--- src/rtl/mmb3_pkg.sv ---
`timescale 1ns / 1ps
// ----------------------------------------------------------------------------
// mmb3_pkg
// Shared types and constants for the 3x3 RGB median/mean blend filter.
// ----------------------------------------------------------------------------
package mmb3_pkg;

    localparam int unsigned CELLS       = 9;
    localparam int unsigned CH_W        = 8;
    localparam int unsigned WPR_W       = 9;
    localparam int unsigned WIN_IDX_W   = 8;
    localparam int unsigned FILL_W      = 4;
    // windows_per_row bounds
    localparam logic [WPR_W-1:0] WPR_MIN = 9'd1;
    localparam logic [WPR_W-1:0] WPR_MAX = 9'd256;
    // floor(x / 10) = (x * RECIP_10) >> RECIP_SH for x below 2^15
    localparam int unsigned RECIP_W  = 16;
    localparam logic [RECIP_W-1:0] RECIP_10 = 16'd52429;
    localparam int unsigned RECIP_SH = 19;

    // Input beat: one RGB pixel
    typedef struct packed {
        logic [CH_W-1:0] blue_in;
        logic [CH_W-1:0] green_in;
        logic [CH_W-1:0] red_in;
    } t_pix_in;

    // Output beat: one filtered RGB pixel
    typedef struct packed {
        logic [CH_W-1:0] blue_out;
        logic [CH_W-1:0] green_out;
        logic [CH_W-1:0] red_out;
    } t_pix_out;

    // One window cell: red [7:0], green [15:8], blue [23:16]
    typedef logic [3*CH_W-1:0] t_cell;
    // Complete window, row-major
    typedef t_cell [CELLS-1:0] t_win;

    // Window handed from front end to queue and from queue to back end
    typedef struct packed {
        logic vld;
        t_win win;
    } t_win_beat;

    // Queue status seen by the top level
    typedef struct packed {
        logic full;
        logic empty;
    } t_q_stat;

    // Front-end status, for checking
    typedef struct packed {
        logic              load_full;
        logic [FILL_W-1:0] fill;
    } t_fe_stat;

endpackage

--- src/rtl/median_mean_blend_3x3_rgb_core.sv ---
`timescale 1ns / 1ps
// ----------------------------------------------------------------------------
// median_mean_blend_3x3_rgb_core
// 3x3 RGB median/mean blend: per channel (eight neighbours + 2 x median) / 10
// over a sliding window, refilled in full at the start of each row.
// ----------------------------------------------------------------------------
//  channel   signals                             direction
//  pixel in  i_in_valid / o_in_ready / i_in_data  sink, valid-ready
//  pixel out o_out_valid / i_out_ready / o_out_data  source, valid-ready
//  config    i_cfg_we / i_cfg_wdata               write only, no wait
//
//  One pixel beat per cycle is taken while the window queue has room; a row
//  costs nine beats for its first window and three for each one after.
//  A completed window passes through the queue and then the five-stage blend
//  pipeline (one window a cycle unless the output stalls).
//  Reset (synchronous, active low) empties the queue and pipeline, restarts
//  the row and sets windows_per_row to 256. An output stall halts the
//  pipeline; the queue then fills and input ready drops.
// ----------------------------------------------------------------------------
module median_mean_blend_3x3_rgb_core #(
    parameter int unsigned P_Q_DEPTH = 2
) (
    input  logic                       i_clk,
    input  logic                       i_rst_n,
    input  logic                       i_in_valid,
    output logic                       o_in_ready,
    input  mmb3_pkg::t_pix_in          i_in_data,
    output logic                       o_out_valid,
    input  logic                       i_out_ready,
    output mmb3_pkg::t_pix_out         o_out_data,
    input  logic                       i_cfg_we,
    input  logic [mmb3_pkg::WPR_W-1:0] i_cfg_wdata
);

    logic [mmb3_pkg::WPR_W-1:0] r_wpr;
    logic                       in_acc;
    logic                       pop;
    mmb3_pkg::t_win_beat        push, head;
    mmb3_pkg::t_q_stat          q_stat;
    mmb3_pkg::t_fe_stat         fe_stat;

    // Row length register
    always_ff @(posedge i_clk) begin
        if (!i_rst_n) begin
            r_wpr <= mmb3_pkg::WPR_MAX;
        end else if (i_cfg_we) begin
            r_wpr <= i_cfg_wdata;
        end
    end

    assign o_in_ready = !q_stat.full;
    assign in_acc     = i_in_valid && o_in_ready;

    mmb3_front u_front (
        .i_clk    (i_clk),
        .i_rst_n  (i_rst_n),
        .i_accept (in_acc),
        .i_pix    (i_in_data),
        .i_wpr    (r_wpr),
        .o_push   (push),
        .o_stat   (fe_stat)
    );

    mmb3_queue #(
        .P_DEPTH (P_Q_DEPTH)
    ) u_queue (
        .i_clk   (i_clk),
        .i_rst_n (i_rst_n),
        .i_push  (push),
        .i_pop   (pop),
        .o_head  (head),
        .o_stat  (q_stat)
    );

    mmb3_back u_back (
        .i_clk   (i_clk),
        .i_rst_n (i_rst_n),
        .i_head  (head),
        .o_pop   (pop),
        .o_valid (o_out_valid),
        .i_ready (i_out_ready),
        .o_data  (o_out_data)
    );

    // Checks
    a_fill_range: assert property (@(posedge i_clk) disable iff (!i_rst_n)
        fe_stat.load_full || (fe_stat.fill < 4'd3))
        else $error("fill count past right column");

    a_fill_full: assert property (@(posedge i_clk) disable iff (!i_rst_n)
        fe_stat.fill < 4'd9)
        else $error("fill count past window size");

    a_no_push_full: assert property (@(posedge i_clk) disable iff (!i_rst_n)
        push.vld |-> !q_stat.full)
        else $error("window pushed into full queue");

    a_queue_flags: assert property (@(posedge i_clk) disable iff (!i_rst_n)
        !(q_stat.full && q_stat.empty))
        else $error("queue both full and empty");

    a_pop_nonempty: assert property (@(posedge i_clk) disable iff (!i_rst_n)
        pop |-> !q_stat.empty)
        else $error("pop from empty queue");

endmodule

--- src/rtl/mmb3_front.sv ---
`timescale 1ns / 1ps
// ----------------------------------------------------------------------------
// mmb3_front
// Window builder: takes pixels, maintains the 3x3 window and row position,
// and hands every completed window on to the queue.
// ----------------------------------------------------------------------------
module mmb3_front (
    input  logic                    i_clk,
    input  logic                    i_rst_n,
    input  logic                    i_accept,
    input  mmb3_pkg::t_pix_in       i_pix,
    input  logic [mmb3_pkg::WPR_W-1:0] i_wpr,
    output mmb3_pkg::t_win_beat     o_push,
    output mmb3_pkg::t_fe_stat      o_stat
);

    mmb3_pkg::t_win                       r_cells, n_cells, n_cells_upd, n_cells_sh;
    logic [mmb3_pkg::FILL_W-1:0]          r_fill, n_fill;
    logic [mmb3_pkg::WIN_IDX_W-1:0]       r_wi, n_wi;
    logic                                 load_full;
    logic                                 complete;
    logic [3:0]                           wr_idx;
    logic [mmb3_pkg::WPR_W-1:0]           limit;
    logic [mmb3_pkg::WPR_W-1:0]           wi_inc;
    logic [mmb3_pkg::WIN_IDX_W-1:0]       wi_next;
    mmb3_pkg::t_cell                      px;

    assign px        = {i_pix.blue_in, i_pix.green_in, i_pix.red_in};
    assign load_full = (r_wi == '0);

    // Write slot: row-major during a full load, right column otherwise
    always_comb begin
        case (r_fill[1:0])
            2'd0:    wr_idx = 4'd2;
            2'd1:    wr_idx = 4'd5;
            default: wr_idx = 4'd8;
        endcase
        if (load_full) begin
            wr_idx = r_fill;
        end
    end

    assign complete = load_full ? (r_fill == 4'd8) : (r_fill == 4'd2);

    // Clamp the row length into its legal range
    always_comb begin
        if (i_wpr < mmb3_pkg::WPR_MIN) begin
            limit = mmb3_pkg::WPR_MIN;
        end else if (i_wpr > mmb3_pkg::WPR_MAX) begin
            limit = mmb3_pkg::WPR_MAX;
        end else begin
            limit = i_wpr;
        end
    end

    assign wi_inc  = {1'b0, r_wi} + 9'd1;
    assign wi_next = (wi_inc >= limit) ? '0 : wi_inc[mmb3_pkg::WIN_IDX_W-1:0];

    // Window with the new pixel written in
    always_comb begin
        n_cells_upd = r_cells;
        n_cells_upd[wr_idx] = px;
    end

    // Window moved one column left; right column keeps its old pixels
    always_comb begin
        n_cells_sh = n_cells_upd;
        for (int r = 0; r < 3; r++) begin
            n_cells_sh[r*3]     = n_cells_upd[r*3 + 1];
            n_cells_sh[r*3 + 1] = n_cells_upd[r*3 + 2];
        end
    end

    // Next state
    always_comb begin
        n_cells = r_cells;
        n_fill  = r_fill;
        n_wi    = r_wi;
        if (i_accept) begin
            if (complete) begin
                n_fill  = '0;
                n_wi    = wi_next;
                n_cells = (wi_next != '0) ? n_cells_sh : n_cells_upd;
            end else begin
                n_fill  = r_fill + 4'd1;
                n_cells = n_cells_upd;
            end
        end
    end

    // Window contents need no reset: a full load precedes every result
    always_ff @(posedge i_clk) begin
        r_cells <= n_cells;
    end

    always_ff @(posedge i_clk) begin
        if (!i_rst_n) begin
            r_fill <= '0;
            r_wi   <= '0;
        end else begin
            r_fill <= n_fill;
            r_wi   <= n_wi;
        end
    end

    assign o_push.vld = i_accept && complete;
    assign o_push.win = n_cells_upd;

    assign o_stat.load_full = load_full;
    assign o_stat.fill      = r_fill;

endmodule

--- src/rtl/mmb3_queue.sv ---
`timescale 1ns / 1ps
// ----------------------------------------------------------------------------
// mmb3_queue
// Short FIFO of completed windows between the front and back ends.
// ----------------------------------------------------------------------------
module mmb3_queue #(
    parameter int unsigned P_DEPTH = 2
) (
    input  logic                i_clk,
    input  logic                i_rst_n,
    input  mmb3_pkg::t_win_beat i_push,
    input  logic                i_pop,
    output mmb3_pkg::t_win_beat o_head,
    output mmb3_pkg::t_q_stat   o_stat
);

    localparam int unsigned PTR_W = (P_DEPTH > 1) ? $clog2(P_DEPTH) : 1;
    localparam int unsigned CNT_W = $clog2(P_DEPTH + 1);
    localparam logic [PTR_W-1:0] PTR_LAST = PTR_W'(P_DEPTH - 1);
    localparam logic [CNT_W-1:0] CNT_FULL = CNT_W'(P_DEPTH);

    mmb3_pkg::t_win             r_mem [P_DEPTH];
    logic [PTR_W-1:0]           r_wr_ptr, r_rd_ptr;
    logic [CNT_W-1:0]           r_cnt, n_cnt;
    logic                       do_push, do_pop;

    assign do_push = i_push.vld && (r_cnt != CNT_FULL);
    assign do_pop  = i_pop && (r_cnt != '0);

    // Storage
    always_ff @(posedge i_clk) begin
        if (do_push) begin
            r_mem[r_wr_ptr] <= i_push.win;
        end
    end

    always_comb begin
        n_cnt = r_cnt;
        if (do_push && !do_pop) begin
            n_cnt = r_cnt + 1'b1;
        end else if (do_pop && !do_push) begin
            n_cnt = r_cnt - 1'b1;
        end
    end

    // Pointers and fill level
    always_ff @(posedge i_clk) begin
        if (!i_rst_n) begin
            r_wr_ptr <= '0;
            r_rd_ptr <= '0;
            r_cnt    <= '0;
        end else begin
            r_cnt <= n_cnt;
            if (do_push) begin
                r_wr_ptr <= (r_wr_ptr == PTR_LAST) ? '0 : r_wr_ptr + 1'b1;
            end
            if (do_pop) begin
                r_rd_ptr <= (r_rd_ptr == PTR_LAST) ? '0 : r_rd_ptr + 1'b1;
            end
        end
    end

    assign o_head.vld   = (r_cnt != '0);
    assign o_head.win   = r_mem[r_rd_ptr];
    assign o_stat.full  = (r_cnt == CNT_FULL);
    assign o_stat.empty = (r_cnt == '0);

endmodule

--- src/rtl/mmb3_back.sv ---
`timescale 1ns / 1ps
// ----------------------------------------------------------------------------
// mmb3_back
// Blend pipeline: per channel, median of nine by row sorts and a med-of-3
// reduction, neighbour sum, and divide by ten through a reciprocal multiply.
// Five stages, the last one the output register; stalls as a whole.
// ----------------------------------------------------------------------------
module mmb3_back (
    input  logic                i_clk,
    input  logic                i_rst_n,
    input  mmb3_pkg::t_win_beat i_head,
    output logic                o_pop,
    output logic                o_valid,
    input  logic                i_ready,
    output mmb3_pkg::t_pix_out  o_data
);

    localparam int unsigned W    = mmb3_pkg::CH_W;
    localparam int unsigned SUMW = 11;   // eight 8-bit cells
    localparam int unsigned TOTW = 12;   // plus twice the median
    localparam int unsigned PRDW = TOTW + mmb3_pkg::RECIP_W;

    function automatic logic [W-1:0] f_min(input logic [W-1:0] a, input logic [W-1:0] b);
        f_min = (a < b) ? a : b;
    endfunction

    function automatic logic [W-1:0] f_max(input logic [W-1:0] a, input logic [W-1:0] b);
        f_max = (a < b) ? b : a;
    endfunction

    function automatic logic [W-1:0] f_med3(input logic [W-1:0] a, input logic [W-1:0] b,
                                            input logic [W-1:0] c);
        f_med3 = f_max(f_min(a, b), f_min(f_max(a, b), c));
    endfunction

    logic       en;
    logic [5:1] r_v;

    // Whole pipe advances unless a result waits at the output
    assign en    = !r_v[5] || i_ready;
    assign o_pop = en && i_head.vld;

    always_ff @(posedge i_clk) begin
        if (!i_rst_n) begin
            r_v <= '0;
        end else if (en) begin
            r_v <= {r_v[4:1], i_head.vld};
        end
    end

    logic [2:0][W-1:0] out_ch;

    for (genvar ch = 0; ch < 3; ch++) begin : g_ch
        logic [mmb3_pkg::CELLS-1:0][W-1:0] v;
        logic [2:0][W-1:0]  r1_lo, r1_md, r1_hi;
        logic [SUMW-1:0]    r1_sum, n1_sum;
        logic [W-1:0]       r2_lo, r2_md, r2_hi;
        logic [SUMW-1:0]    r2_sum;
        logic [TOTW-1:0]    r3_tot;
        logic [PRDW-1:0]    r4_prd;
        logic [W-1:0]       r5_out;
        logic [W-1:0]       med;

        always_comb begin
            for (int i = 0; i < mmb3_pkg::CELLS; i++) begin
                v[i] = i_head.win[i][ch*W +: W];
            end
            n1_sum = '0;
            for (int i = 0; i < mmb3_pkg::CELLS; i++) begin
                if (i != 4) begin
                    n1_sum = n1_sum + SUMW'(v[i]);
                end
            end
        end

        assign med = f_med3(r2_lo, r2_md, r2_hi);

        always_ff @(posedge i_clk) begin
            if (en) begin
                // stage 1: sort each row, sum the neighbours
                for (int r = 0; r < 3; r++) begin
                    r1_lo[r] <= f_min(f_min(v[r*3], v[r*3+1]), v[r*3+2]);
                    r1_md[r] <= f_med3(v[r*3], v[r*3+1], v[r*3+2]);
                    r1_hi[r] <= f_max(f_max(v[r*3], v[r*3+1]), v[r*3+2]);
                end
                r1_sum <= n1_sum;
                // stage 2: max of lows, median of mids, min of highs
                r2_lo  <= f_max(f_max(r1_lo[0], r1_lo[1]), r1_lo[2]);
                r2_md  <= f_med3(r1_md[0], r1_md[1], r1_md[2]);
                r2_hi  <= f_min(f_min(r1_hi[0], r1_hi[1]), r1_hi[2]);
                r2_sum <= r1_sum;
                // stage 3: median of nine, blended total
                r3_tot <= TOTW'(r2_sum) + TOTW'({med, 1'b0});
                // stage 4: reciprocal multiply
                r4_prd <= PRDW'(r3_tot) * PRDW'(mmb3_pkg::RECIP_10);
                // stage 5: output register
                r5_out <= r4_prd[mmb3_pkg::RECIP_SH +: W];
            end
        end

        assign out_ch[ch] = r5_out;
    end

    assign o_valid          = r_v[5];
    assign o_data.red_out   = out_ch[0];
    assign o_data.green_out = out_ch[1];
    assign o_data.blue_out  = out_ch[2];

endmodule

--- config.mk ---
export PLATFORM = sky130hd
export DESIGN_NAME = median_mean_blend_3x3_rgb_core
export DESIGN_NICKNAME = d
export VERILOG_FILES = /design/src/rtl/mmb3_pkg.sv /design/src/rtl/median_mean_blend_3x3_rgb_core.sv /design/src/rtl/mmb3_front.sv /design/src/rtl/mmb3_queue.sv /design/src/rtl/mmb3_back.sv
export SDC_FILE = /design/constraint.sdc
export NUM_CORES = 2
export LEC_CHECK = 0
export BUFFER_PORTS_ARGS = -buffer_cell sky130_fd_sc_hd__buf_2
export CORE_MARGIN = 4
export CORE_UTILIZATION = 30
export CTS_CLUSTER_DIAMETER = 50
export CTS_CLUSTER_SIZE = 25
export DETAILED_ROUTE_END_ITERATION = 6
export GPL_TIMING_DRIVEN = 0
export SETUP_SLACK_MARGIN = 0.2
export SYNTH_ARGS = -nofsm -noshare
export SYNTH_HDL_FRONTEND = slang
export SYNTH_HIERARCHICAL = 1
export SYNTH_SLANG_ARGS = --single-unit
--- constraint.sdc ---
create_clock -name i_clk -period 35.1 [get_ports i_clk]
set_input_delay 8.775 -clock i_clk [delete_from_list [all_inputs] [get_ports i_clk]]
set_output_delay 8.775 -clock i_clk [all_outputs]
set_load 0.1 [all_outputs]
==> reports/metrics.yaml <==
setup_path:
  end_kind: "flip-flop"
  r2r_end: "u_back/g_ch[0].r1_md[16]"
  cp_common_cell: "buf_16"
  ff2ff_path_depth: 28
  crit_path_cell_trace: "buf_2 > nor2b_4 > buf_12 > o21ai_0 > clkbuf_1 > inv_1 > inv_1 > nor3_4 > buf_16 > buf_16 > buf_16 > buf_16 > buf_16 > buf_8"
  cp_data_required_time_ps: 35560
  path_buf_inv: 11
  r2r_slack_ps: 26980
  crit_arrival_ps: 12270
  worst-path-stages: 14
  crit_family: "buffers and inverters"
  timing_worst_setup_path_type: "input pin to flip-flop"
  cp-startpoint: "i_in_valid"
  critPathLaunchType: "input pin"
  crit_path_top_delay_cell: "nor3_4"
  critPathCapture: "u_queue/r_mem[0][117]"
  critPathMaxStageDelay_ps: 720
  crit_fanout: 34
global_routing:
  grt_usage_pct: 14.8
  grt_max_degree: 141
  overflow: 0
  grt_pass1_vias: 50700
  antenna_found_initial: 15
  grt_pass1_wl_um: 304000
routing:
  drtIter0Drc: 3505
  dr.pass1.iters: 6
  wirelength_um: 198000
  wire_per_inst_um: 19.8
  viasPerCell: 4.96
  num_vias: 49800
  detail-route-antenna-nets: 0
  drcViolationCount: 0
die:
  fp.dieArea_mm2: 0.262
  core_mm2: 0.252
  start_util_pct: 30.3
  ioPinCount: 64
  die_y_um: 512
  fp.dieW_um: 512
  fp-row-count: 184
timing:
  final_hold_viol_count: 0
  fin_worst_skew_ps: 56.2
  timing.fmax_mhz: 84.7
  grt_setup_unrepaired: "false"
  timing.slew.headroom_pct: 31.6
  fin_crit_sh_pct: 33.7
  setup_violations: 0
  finalCriticalPeriod_ps: 11810
  layout_setup_ws_ps: 23290
  max_slew.worst_pin.slew_ps: 1020
  maxSlewViolCount: 0
pwr:
  vdd_drop_max_uv: 59.0
  p_per_area_mw_per_mm2: 41.4
  cellLeakagePower_nw: 35.9
clock_tree:
  numCtsBuffers: 131
  cts_setup_buffers: 0
  cts_max_path_buffers: 3
  cts_tree: "done"
  cts_sinks: 1117
  post_cts_resized: 0
  clock_latency_ps: 790
  clkTransAtPathRegs_ps: 60
  cts.htree.levels: 4
  hold_buffers: 0
  clock-root-buffer: "clkbuf_16"
layout:
  finalCoreUtilization_pct: 34.2
  final_common_cell: "edfxtp_1"
  layout-drive-gt1-share_pct: 17.3
  areaGrowthSynthToFinish_pct: 12.9
  layout_common_cells: "edfxtp_1, ha_1, inv_1, nand2_1, mux2_2"
  fin_nets: 7654
  n_fill_cell: 24600
job:
  maxCapViolCount: 0
synthesis:
  syn_nets: 7430
  syn_area_mm2: 0.0763
  syn_avg_cell_area_um2: 12.0
  synthCells: 6354
  yosys_warnings: 6
min_path:
  worstHoldStart: "u_back/g_ch[1].r4_prd[25]"
  hp-class: "flip-flop to flip-flop"
place:
  post-place-ws_ps: 22480
  port_buffers: 62
  gp_congestion: 0.880
  hpwl_um: 156000
run_status:
  outcome: "finished clean"
[worst min-delay path by stage]
stage | slack (ps) | cells past startpoint | end
2_1_floorplan | 400 | 0 | u_back/g_ch[0].r2_sum[0]
3_3_place_gp | 400 | 0 | u_back/g_ch[2].r5_out[2]
3_5_place_dp | 400 | 0 | u_back/g_ch[0].r2_sum[2]
4_1_cts | 410 | 0 | u_back/g_ch[1].r5_out[6]
5_1_grt | 420 | 0 | u_back/g_ch[0].r5_out[7]
6_report | 410 | 0 | u_back/g_ch[1].r5_out[6]
[cell type report]
class                   count  area, µm²  area share, %
diodes                      4       10.0         0.0116
plain buffers             226       1250           1.45
clock buffers             143       3350           3.89
clock inverters            98       1320           1.53
inverters                 753       2830           3.29
multi-input cells        4258      39000           45.3
flip-flops and latches   1117      33200           38.6
well taps                3348       4190           4.86
repair buffers             91        973           1.13
[flip-flops by register name (all words and copies together), names as in the netlist, 4 cells and up, named ones only]
register / flops
r_wpr: 9
u_back/g_ch.r1_hi: 72
u_back/g_ch.r1_lo: 72
u_back/g_ch.r1_md: 72
u_back/g_ch.r1_sum: 33
u_back/g_ch.r2_hi: 24
u_back/g_ch.r2_lo: 24
u_back/g_ch.r2_md: 24
u_back/g_ch.r2_sum: 33
u_back/g_ch.r3_tot: 36
u_back/g_ch.r4_prd: 24
u_back/g_ch.r5_out: 24
u_back/r_v: 5
u_front/r_cells: 216
u_front/r_fill: 4
u_front/r_wi: 8
u_queue/r_mem: 432
[power by group]
part,switching (W),internal [W],total (W)
clock network,0.000639,0.000802,0.00144
registers,0.0000220,0.00153,0.00155
logic,0.000359,0.000213,0.000571
total,0.00102,0.00254,0.00356
[per-layer routing]
layer	vias up	GRT usage, %	wire length [µm]
met5	-	0	13
li1	23600	-	-
met2	1268	25.0	94500
met3	271	2.08	10700
met4	2	3.95	5000
met1	24600	19.9	88300
[stage by stage]
step           setup TNS, ps  power (W)  hold slack, ps  instances  instance area, µm²
6_report                   0    0.00356             410      10000               86200
3_5_place_dp               0    0.00216             405       9793               81500
5_1_grt                    0    0.00375             420      10000               86200
4_1_cts                    0    0.00362             413      10000               86100
2_1_floorplan              0    0.00202             400       6354               76300
3_3_place_gp        -1820620    0.00215             402       9764               80800
(Power assumes the default switching activity.)
